--- src/rtl/core/pfs_pkg.sv ---
// ----------------------------------------------------------------------------
// pfs_pkg
// shared types and constants of the periodic frame scheduler
// ----------------------------------------------------------------------------
package pfs_pkg;

    localparam int TableEntries = 16;
    localparam int MaxResults   = 16;
    localparam int SlotW        = $clog2(TableEntries);

    localparam logic [2:0] OP_ADD   = 3'd0;
    localparam logic [2:0] OP_DEL   = 3'd1;
    localparam logic [2:0] OP_CLEAR = 3'd2;
    localparam logic [2:0] OP_START = 3'd3;
    localparam logic [2:0] OP_TICK  = 3'd4;

    typedef struct packed {
        logic        valid;
        logic        sent_once;
        logic [28:0] id;
        logic [3:0]  length;
        logic [63:0] payload;
        logic [15:0] period;
        logic [31:0] deadline;
    } t_entry;

    // command record type; the scheduler and its cells do not use it
    typedef struct packed {
        logic [2:0]  op;
        logic        go;
        logic [28:0] id;
        logic [3:0]  length;
        logic [63:0] payload;
        logic [15:0] period;
        logic [31:0] now;
    } t_cmd;

endpackage

--- src/rtl/core/periodic_frame_scheduler.sv ---
// ----------------------------------------------------------------------------
// periodic_frame_scheduler
// table of periodic frames held in a ring of slot cells that rotates one full
// turn per scan or insert pass; the head slot is processed as it passes
// ----------------------------------------------------------------------------
// delete, tick and a replacing add scan the 16-slot ring in one full turn, and
// an add of a new id takes a second turn to insert it; clear and start need no turn
// a new command is taken only while idle with no frame held or waiting at the
// output, so a tick that emits waits for its last frame to be taken
// the scan stalls only when a due frame finds the hold and output stages full
// reset: synchronous active low, empties the table and stops running
module periodic_frame_scheduler
    import pfs_pkg::*;
(
    input  logic          i_clk,
    input  logic          i_rst_n,
    input  logic          s_axis_tvalid,
    output logic          s_axis_tready,
    // opcode[2:0], period_ms[18:3], message_id[47:19], length[51:48],
    // payload[115:52], zero[119:116]
    input  logic [119:0]  s_axis_tdata,
    output logic          m_axis_tvalid,
    input  logic          m_axis_tready,
    // tx_id[28:0], tx_length[32:29], tx_payload[96:33], elapsed_ms[128:97],
    // zero[135:129]
    output logic [135:0]  m_axis_tdata,
    output logic          m_axis_tlast
);

    localparam logic [1:0] S_IDLE = 2'd0;
    localparam logic [1:0] S_SCAN = 2'd1;
    localparam logic [1:0] S_ADD  = 2'd2;

    t_entry ring_q [TableEntries];
    t_entry head_new;
    logic   shift;
    logic   clear_hit;

    logic [1:0]       r_state;
    logic [SlotW-1:0] r_cnt;
    logic [2:0]       r_op;
    logic [28:0]      r_id;
    logic [3:0]       r_len;
    logic [63:0]      r_pay;
    logic [15:0]      r_per;
    logic [31:0]      r_now, r_start;
    logic             r_run, r_found, r_free;
    logic [SlotW-1:0] r_free_pos;
    logic             r_hold;
    logic [135:0]     r_hold_data;
    logic             r_ovalid, r_olast;
    logic [135:0]     r_odata;

    logic             n_hold, n_ovalid, n_olast;
    logic [135:0]     n_hold_data, n_odata;

    t_entry head;
    logic   due, match, scan_step, emit, out_free;
    logic [2:0] in_op;
    logic [3:0] in_len;

    genvar g;
    for (g = 0; g < TableEntries; g++) begin : g_cell
        t_entry cin;
        if (g == TableEntries - 1) begin : g_tail
            assign cin = head_new;
        end else begin : g_mid
            assign cin = ring_q[g+1];
        end
        pfs_cell u_cell (
            .i_clk   (i_clk),
            .i_rst_n (i_rst_n),
            .i_clear (clear_hit),
            .i_shift (shift),
            .i_entry (cin),
            .o_entry (ring_q[g])
        );
    end

    assign head   = ring_q[0];
    assign in_op  = s_axis_tdata[2:0];
    assign in_len = (s_axis_tdata[51:48] > 4'd8) ? 4'd8 : s_axis_tdata[51:48];
    assign match  = head.valid && (head.id == r_id);
    assign due    = head.valid && (!head.sent_once || head.deadline - r_now >= 32'h8000_0000);
    assign clear_hit = s_axis_tvalid && s_axis_tready && (in_op == OP_CLEAR);

    // a frame to emit needs the hold stage free or the output able to take the held one
    assign emit      = (r_state == S_SCAN) && (r_op == OP_TICK) && r_run && due;
    assign out_free  = !r_ovalid || m_axis_tready;
    assign scan_step = (r_state == S_SCAN) && !(emit && r_hold && !out_free);
    assign shift = scan_step || (r_state == S_ADD);
    assign s_axis_tready = (r_state == S_IDLE) && !r_hold && !r_ovalid;

    always_comb begin
        head_new = head;
        if (r_state == S_ADD) begin
            if (r_cnt == r_free_pos && r_free) begin
                head_new.valid     = 1'b1;
                head_new.sent_once = 1'b0;
                head_new.id        = r_id;
                head_new.length    = r_len;
                head_new.payload   = r_pay;
                head_new.period    = r_per;
                head_new.deadline  = '0;
            end
        end else begin
            unique case (r_op)
                OP_ADD: begin
                    if (match) begin
                        head_new.sent_once = 1'b0;
                        head_new.length    = r_len;
                        head_new.payload   = r_pay;
                        head_new.period    = r_per;
                        head_new.deadline  = '0;
                    end
                end
                OP_DEL: begin
                    if (match) begin
                        head_new.valid     = 1'b0;
                        head_new.sent_once = 1'b0;
                    end
                end
                OP_TICK: begin
                    if (r_run && due) begin
                        head_new.sent_once = 1'b1;
                        head_new.deadline  = r_now + {16'd0, head.period};
                    end
                end
                default: ;
            endcase
        end
    end

    // hold stage and output register
    always_comb begin
        n_hold      = r_hold;
        n_hold_data = r_hold_data;
        n_ovalid    = r_ovalid && !m_axis_tready;
        n_odata     = r_odata;
        n_olast     = r_olast;
        if (emit && scan_step) begin
            // a new frame shows the held one is not last
            if (r_hold) begin
                n_ovalid = 1'b1;
                n_odata  = r_hold_data;
                n_olast  = 1'b0;
            end
            n_hold      = 1'b1;
            n_hold_data = {7'd0, r_now - r_start, head.payload, head.length, head.id};
        end else if (r_state != S_SCAN && r_hold && out_free) begin
            // scan over, the held frame is the last one
            n_ovalid = 1'b1;
            n_odata  = r_hold_data;
            n_olast  = 1'b1;
            n_hold   = 1'b0;
        end
    end

    always_ff @(posedge i_clk) begin
        if (!i_rst_n) begin
            r_state   <= S_IDLE;
            r_now     <= '0;
            r_start   <= '0;
            r_run     <= 1'b0;
            r_hold    <= 1'b0;
            r_ovalid  <= 1'b0;
            r_cnt     <= '0;
        end else begin
            r_hold      <= n_hold;
            r_hold_data <= n_hold_data;
            r_ovalid    <= n_ovalid;
            r_odata     <= n_odata;
            r_olast     <= n_olast;
            unique case (r_state)
                S_IDLE: begin
                    if (s_axis_tvalid && s_axis_tready) begin
                        r_op    <= in_op;
                        r_id    <= s_axis_tdata[47:19];
                        r_len   <= in_len;
                        r_pay   <= s_axis_tdata[115:52];
                        r_per   <= s_axis_tdata[18:3];
                        r_cnt   <= '0;
                        r_found <= 1'b0;
                        r_free  <= 1'b0;
                        unique case (in_op) inside
                            OP_ADD, OP_DEL: begin
                                r_run   <= 1'b0;
                                r_state <= S_SCAN;
                            end
                            OP_CLEAR: r_run <= 1'b0;
                            OP_START: begin
                                r_run   <= 1'b1;
                                r_start <= r_now;
                            end
                            OP_TICK: begin
                                r_now   <= r_now + 32'd1;
                                r_state <= S_SCAN;
                            end
                            default: ;
                        endcase
                    end
                end
                S_SCAN: begin
                    if (scan_step) begin
                        if (r_op == OP_ADD) begin
                            if (match) r_found <= 1'b1;
                            if (!head.valid && !r_free) begin
                                r_free     <= 1'b1;
                                r_free_pos <= r_cnt;
                            end
                        end
                        if (r_cnt == SlotW'(TableEntries - 1)) begin
                            r_cnt <= '0;
                            if (r_op == OP_ADD && !r_found && !match)
                                r_state <= S_ADD;
                            else
                                r_state <= S_IDLE;
                        end else begin
                            r_cnt <= r_cnt + 1'b1;
                        end
                    end
                end
                S_ADD: begin
                    if (r_cnt == SlotW'(TableEntries - 1)) begin
                        r_cnt   <= '0;
                        r_state <= S_IDLE;
                    end else begin
                        r_cnt <= r_cnt + 1'b1;
                    end
                end
                default: r_state <= S_IDLE;
            endcase
        end
    end

    assign m_axis_tvalid = r_ovalid;
    assign m_axis_tdata  = r_odata;
    assign m_axis_tlast  = r_olast;

    assert property (@(posedge i_clk) disable iff (!i_rst_n)
        s_axis_tready |-> !r_hold)
        else $error("input taken while a frame is held");
    assert property (@(posedge i_clk) disable iff (!i_rst_n)
        (m_axis_tvalid && !m_axis_tready) |=> m_axis_tvalid)
        else $error("output frame dropped");
    assert property (@(posedge i_clk) disable iff (!i_rst_n)
        (r_state == S_ADD) |-> (r_op == OP_ADD))
        else $error("insert pass without add");

endmodule

--- src/rtl/core/pfs_cell.sv ---
// ----------------------------------------------------------------------------
// pfs_cell
// one table slot in the rotating ring of slots
// ----------------------------------------------------------------------------
module pfs_cell
    import pfs_pkg::*;
(
    input  logic   i_clk,
    input  logic   i_rst_n,
    input  logic   i_clear,
    input  logic   i_shift,
    input  t_entry i_entry,
    output t_entry o_entry
);

    t_entry r_entry;

    always_ff @(posedge i_clk) begin
        if (!i_rst_n) begin
            r_entry.valid     <= 1'b0;
            r_entry.sent_once <= 1'b0;
        end else if (i_clear) begin
            r_entry.valid     <= 1'b0;
            r_entry.sent_once <= 1'b0;
        end else if (i_shift) begin
            r_entry <= i_entry;
        end
    end

    assign o_entry = r_entry;

endmodule
--- config.mk ---
export PLATFORM = sky130hd
export DESIGN_NAME = periodic_frame_scheduler
export DESIGN_NICKNAME = d
export VERILOG_FILES = /design/src/rtl/core/pfs_pkg.sv /design/src/rtl/core/periodic_frame_scheduler.sv /design/src/rtl/core/pfs_cell.sv
export SDC_FILE = /design/constraint.sdc
export NUM_CORES = 2
export LEC_CHECK = 0
export BUFFER_PORTS_ARGS = -buffer_cell sky130_fd_sc_hd__buf_2
export CORE_ASPECT_RATIO = 1.75
export CORE_MARGIN = 8
export CORE_UTILIZATION = 55
export CTS_CLUSTER_SIZE = 40
export DETAILED_ROUTE_END_ITERATION = 10
export GPL_TIMING_DRIVEN = 0
export PLACE_DENSITY = 0.69
export SLEW_MARGIN = 20
export SYNTH_ARGS = -nofsm -noshare
export SYNTH_HDL_FRONTEND = slang
export SYNTH_SLANG_ARGS = --single-unit
export TNS_END_PERCENT = 10
--- constraint.sdc ---
create_clock -name i_clk -period 81.8 [get_ports i_clk]
set_input_delay 16.36 -clock i_clk [delete_from_list [all_inputs] [get_ports i_clk]]
set_output_delay 16.36 -clock i_clk [all_outputs]
set_load 0.03 [all_outputs]
==> run metrics <==
layout filler cell count 11040; R2R Setup Slk 74.44 ns; Core Region 165700 sq um; Antenna Nets Post-Route 0; Max Clock Skew 0.04497 ns; I/O pins 263; VDD IR max 27.27 uV; post-synth top area share 0.8881; crit path from s_axis_tvalid; dominant cell type by area after synthesis edfxtp_1; Setup Buffers After CTS 0; CTS buffer count 235; Top FF cell, synth edfxtp_1; HP Start g_cell[7].u_cell.o_entry[118]$_DFFE_PP_; Cell Pwr Density 26.94 nW/um^2; sequential share of power 0.571; first-pass GRT wire length 213400 um; # rows 198; CP peak stage delay 0.70 ns; f_max 47.58 MHz; Post-Syn Area per Cell 23.11 sq um; Hold Slack 0.3913 ns; worst flop-to-flop path startpoint r_now[28]$_SDFFE_PN0P_; synth unique cells 79; CTS HTree Levels 4; TritonCTS clock tree built; synth top area cells edfxtp_1, dfxtp_1, mux2_2, ha_1, xnor2_1; leading cell type by number of instances after synthesis edfxtp_1; number of flops mapped to enable cells by yosys 2701; final hold violation count 0; DR WL/cell 20.45 um; yosys warns 0; Final Cycle Share 0.2569; Die H 555.1 um; Comb power frac 0.039; P_sw 0.5684 mW; Max-Cap Viols 0; Detailed Place HPWL 89930 um; Pint 2.246 mW; net count of the finished layout 4740; Clock Sinks 2806; initial antenna violation count 23; largest net degree at the start of global routing 66; GPL Wtd Cong 0.8440; CP Buf/Inv Count 13; Remaining Overflow, GRT 0; port bufs 250; Pre-Repair DR Iteration Count 5; critical path arrival 21.50 ns; dpl cells 6494; Area Overhead vs Synth 14.41%; Async SR Flop Fraction 0; CTS Hold Bufs 0; post-CTS sizing 0; min Tclk post-route 21.02 ns; cells along the critical path buf_2, nand4bb_4, nor2_1, nand2_1, o21a_1, clkbuf_1, and3_4, buf_16, buf_16, buf_16, buf_16, buf_16, buf_12, buf_16, buf_12, buf_16, buf_16, buf_16; Initial DRC Count 2766; layout cells sized above 1 0.1815; # DRC 0; register area share after synthesis 0.9111; delay-heaviest family, CP buffers and inverters; Sw Share 0.2019; most frequent CP cell buf_16; Final setup viols 0; unrepaired setup endpoints after global routing false; crit start category input pin; Mapped Cells 3951; CP Data Required Time 82.28 ns; CTS Root Cell clkbuf_16; Crit-path slowest cell and3_4; via count 36230; CP Class in2reg; Die W 324.0 um; area of the multi-input gates 7565 sq um; critical path fanouts, max 65; die footprint 179900 sq um; Yosys reg bits 2806; Total Neg Setup Slack 0 ns; Initial Utilization 0.5510; status complete, no violations; Slew HR 0.2383; Worst Tran Pin Value 1.132 ns; Vias/cell 5.228; Reg clk slew, reported paths 0.06 ns; mapped cell area 91330 sq um; vias in the first global route 36170; top cells by count, synth edfxtp_1, nand2_1, mux2_2; Final Non-Filler Cells 6931; share of total power in the clock network 0.391; CTS Buffer Depth 4; Worst Setup End Kind register; final WL 141700 um; Skew-Pair Late Insertion Delay 0.85 ns; worst setup margin 60.78 ns; Hold Path Class reg2reg; leakage power 25.11 nW; Max Slew Vio Count 0; pre-CTS setup slack 59.84 ns; Reg area 83210 sq um; GR Util All Layers 0.1564
routing by layer:
metal,part of all wire,wire length (um),GRT usage,vias to the layer above
li1,-,-,-,16730
met1,0.46,64820,0.2341,18240
met4,0.037,5207,0.05946,12
met3,0.055,7740,0.02792,315
met2,0.45,63890,0.2326,942
met5,0.00052,73,0,-
worst paths after layout:
kind	end	cells past startpoint
max	g_cell[11].u_cell.o_entry[94]$_DFFE_PP_	18
min	g_cell[6].u_cell.o_entry[118]$_DFFE_PP_	0
min reg2reg	g_cell[6].u_cell.o_entry[118]$_DFFE_PP_	0
max reg2reg	g_cell[11].u_cell.o_entry[94]$_DFFE_PP_	20
power groups by stage:
stage	clock network [mW]	logic, mW	registers, mW
after floorplan	0	0.0621	2.02
after global placement	0	0.0851	2.14
after detailed placement	0	0.112	1.64
after CTS	1.14	0.111	1.61
after global routing	1.19	0.119	1.61
final	1.10	0.109	1.61
layout make-up:
type,count,area share
antenna,9,0.0002155
timing repair buffer,337,0.02589
clock inverter,166,0.01564
tap,2200,0.02634
inverter,85,0.003054
buffer,64,0.002838
sequential,2806,0.7964
clock buffer,262,0.05725
multi-input combinational,1002,0.07240
layout by cell type, fill, tap and decap left out, types with 54 or more instances in the layout:
master / count
edfxtp_1: 2701
inv_1: 85
dfxtp_1: 105
clkbuf_16: 235
xnor2_1: 96
ha_1: 83
nand2_1: 161
clkbuf_1: 65
buf_2: 283
mux2_2: 113
clkinv_2: 54
registers in the layout, summed over array words and instances (netlist names):
register               count
r_per                     16
m_axis_tlast               1
m_axis_tdata             129
r_len                      4
r_cnt                      4
g_cell.u_cell.o_entry   2352
r_now                     32
m_axis_tvalid              1
r_op                       3
r_run                      1
r_hold                     1
r_free                     1
r_hold_data              129
r_pay                     64
r_found                    1
r_start                   32
r_id                      29
r_state                    2
r_free_pos                 4
through the flow:
| stage | util | total power, mW | instance area, sq um |
|---|---|---|---|
| 2_1_floorplan | - | 2.085 | 91350 |
| 5_1_grt | 0.6303 | 2.911 | 104500 |
| 3_3_place_gp | 0.5753 | 2.226 | 95350 |
| 6_report | 0.6304 | 2.815 | 104500 |
| 3_5_place_dp | 0.5843 | 1.749 | 96840 |
| 4_1_cts | 0.6303 | 2.855 | 104500 |
cell families after synthesis:
family / share of synthesized area
buffers and inverters: 0.006727
other: 0.00004106
multiplexers: 0.01799
AND/OR/NAND/NOR: 0.02089
adder cells (fa/ha/maj): 0.01181
XOR/XNOR: 0.01055
AO/OA/AOI/OAI: 0.02087
flip-flops: 0.9111
Power figures use the tool's default switching activity.
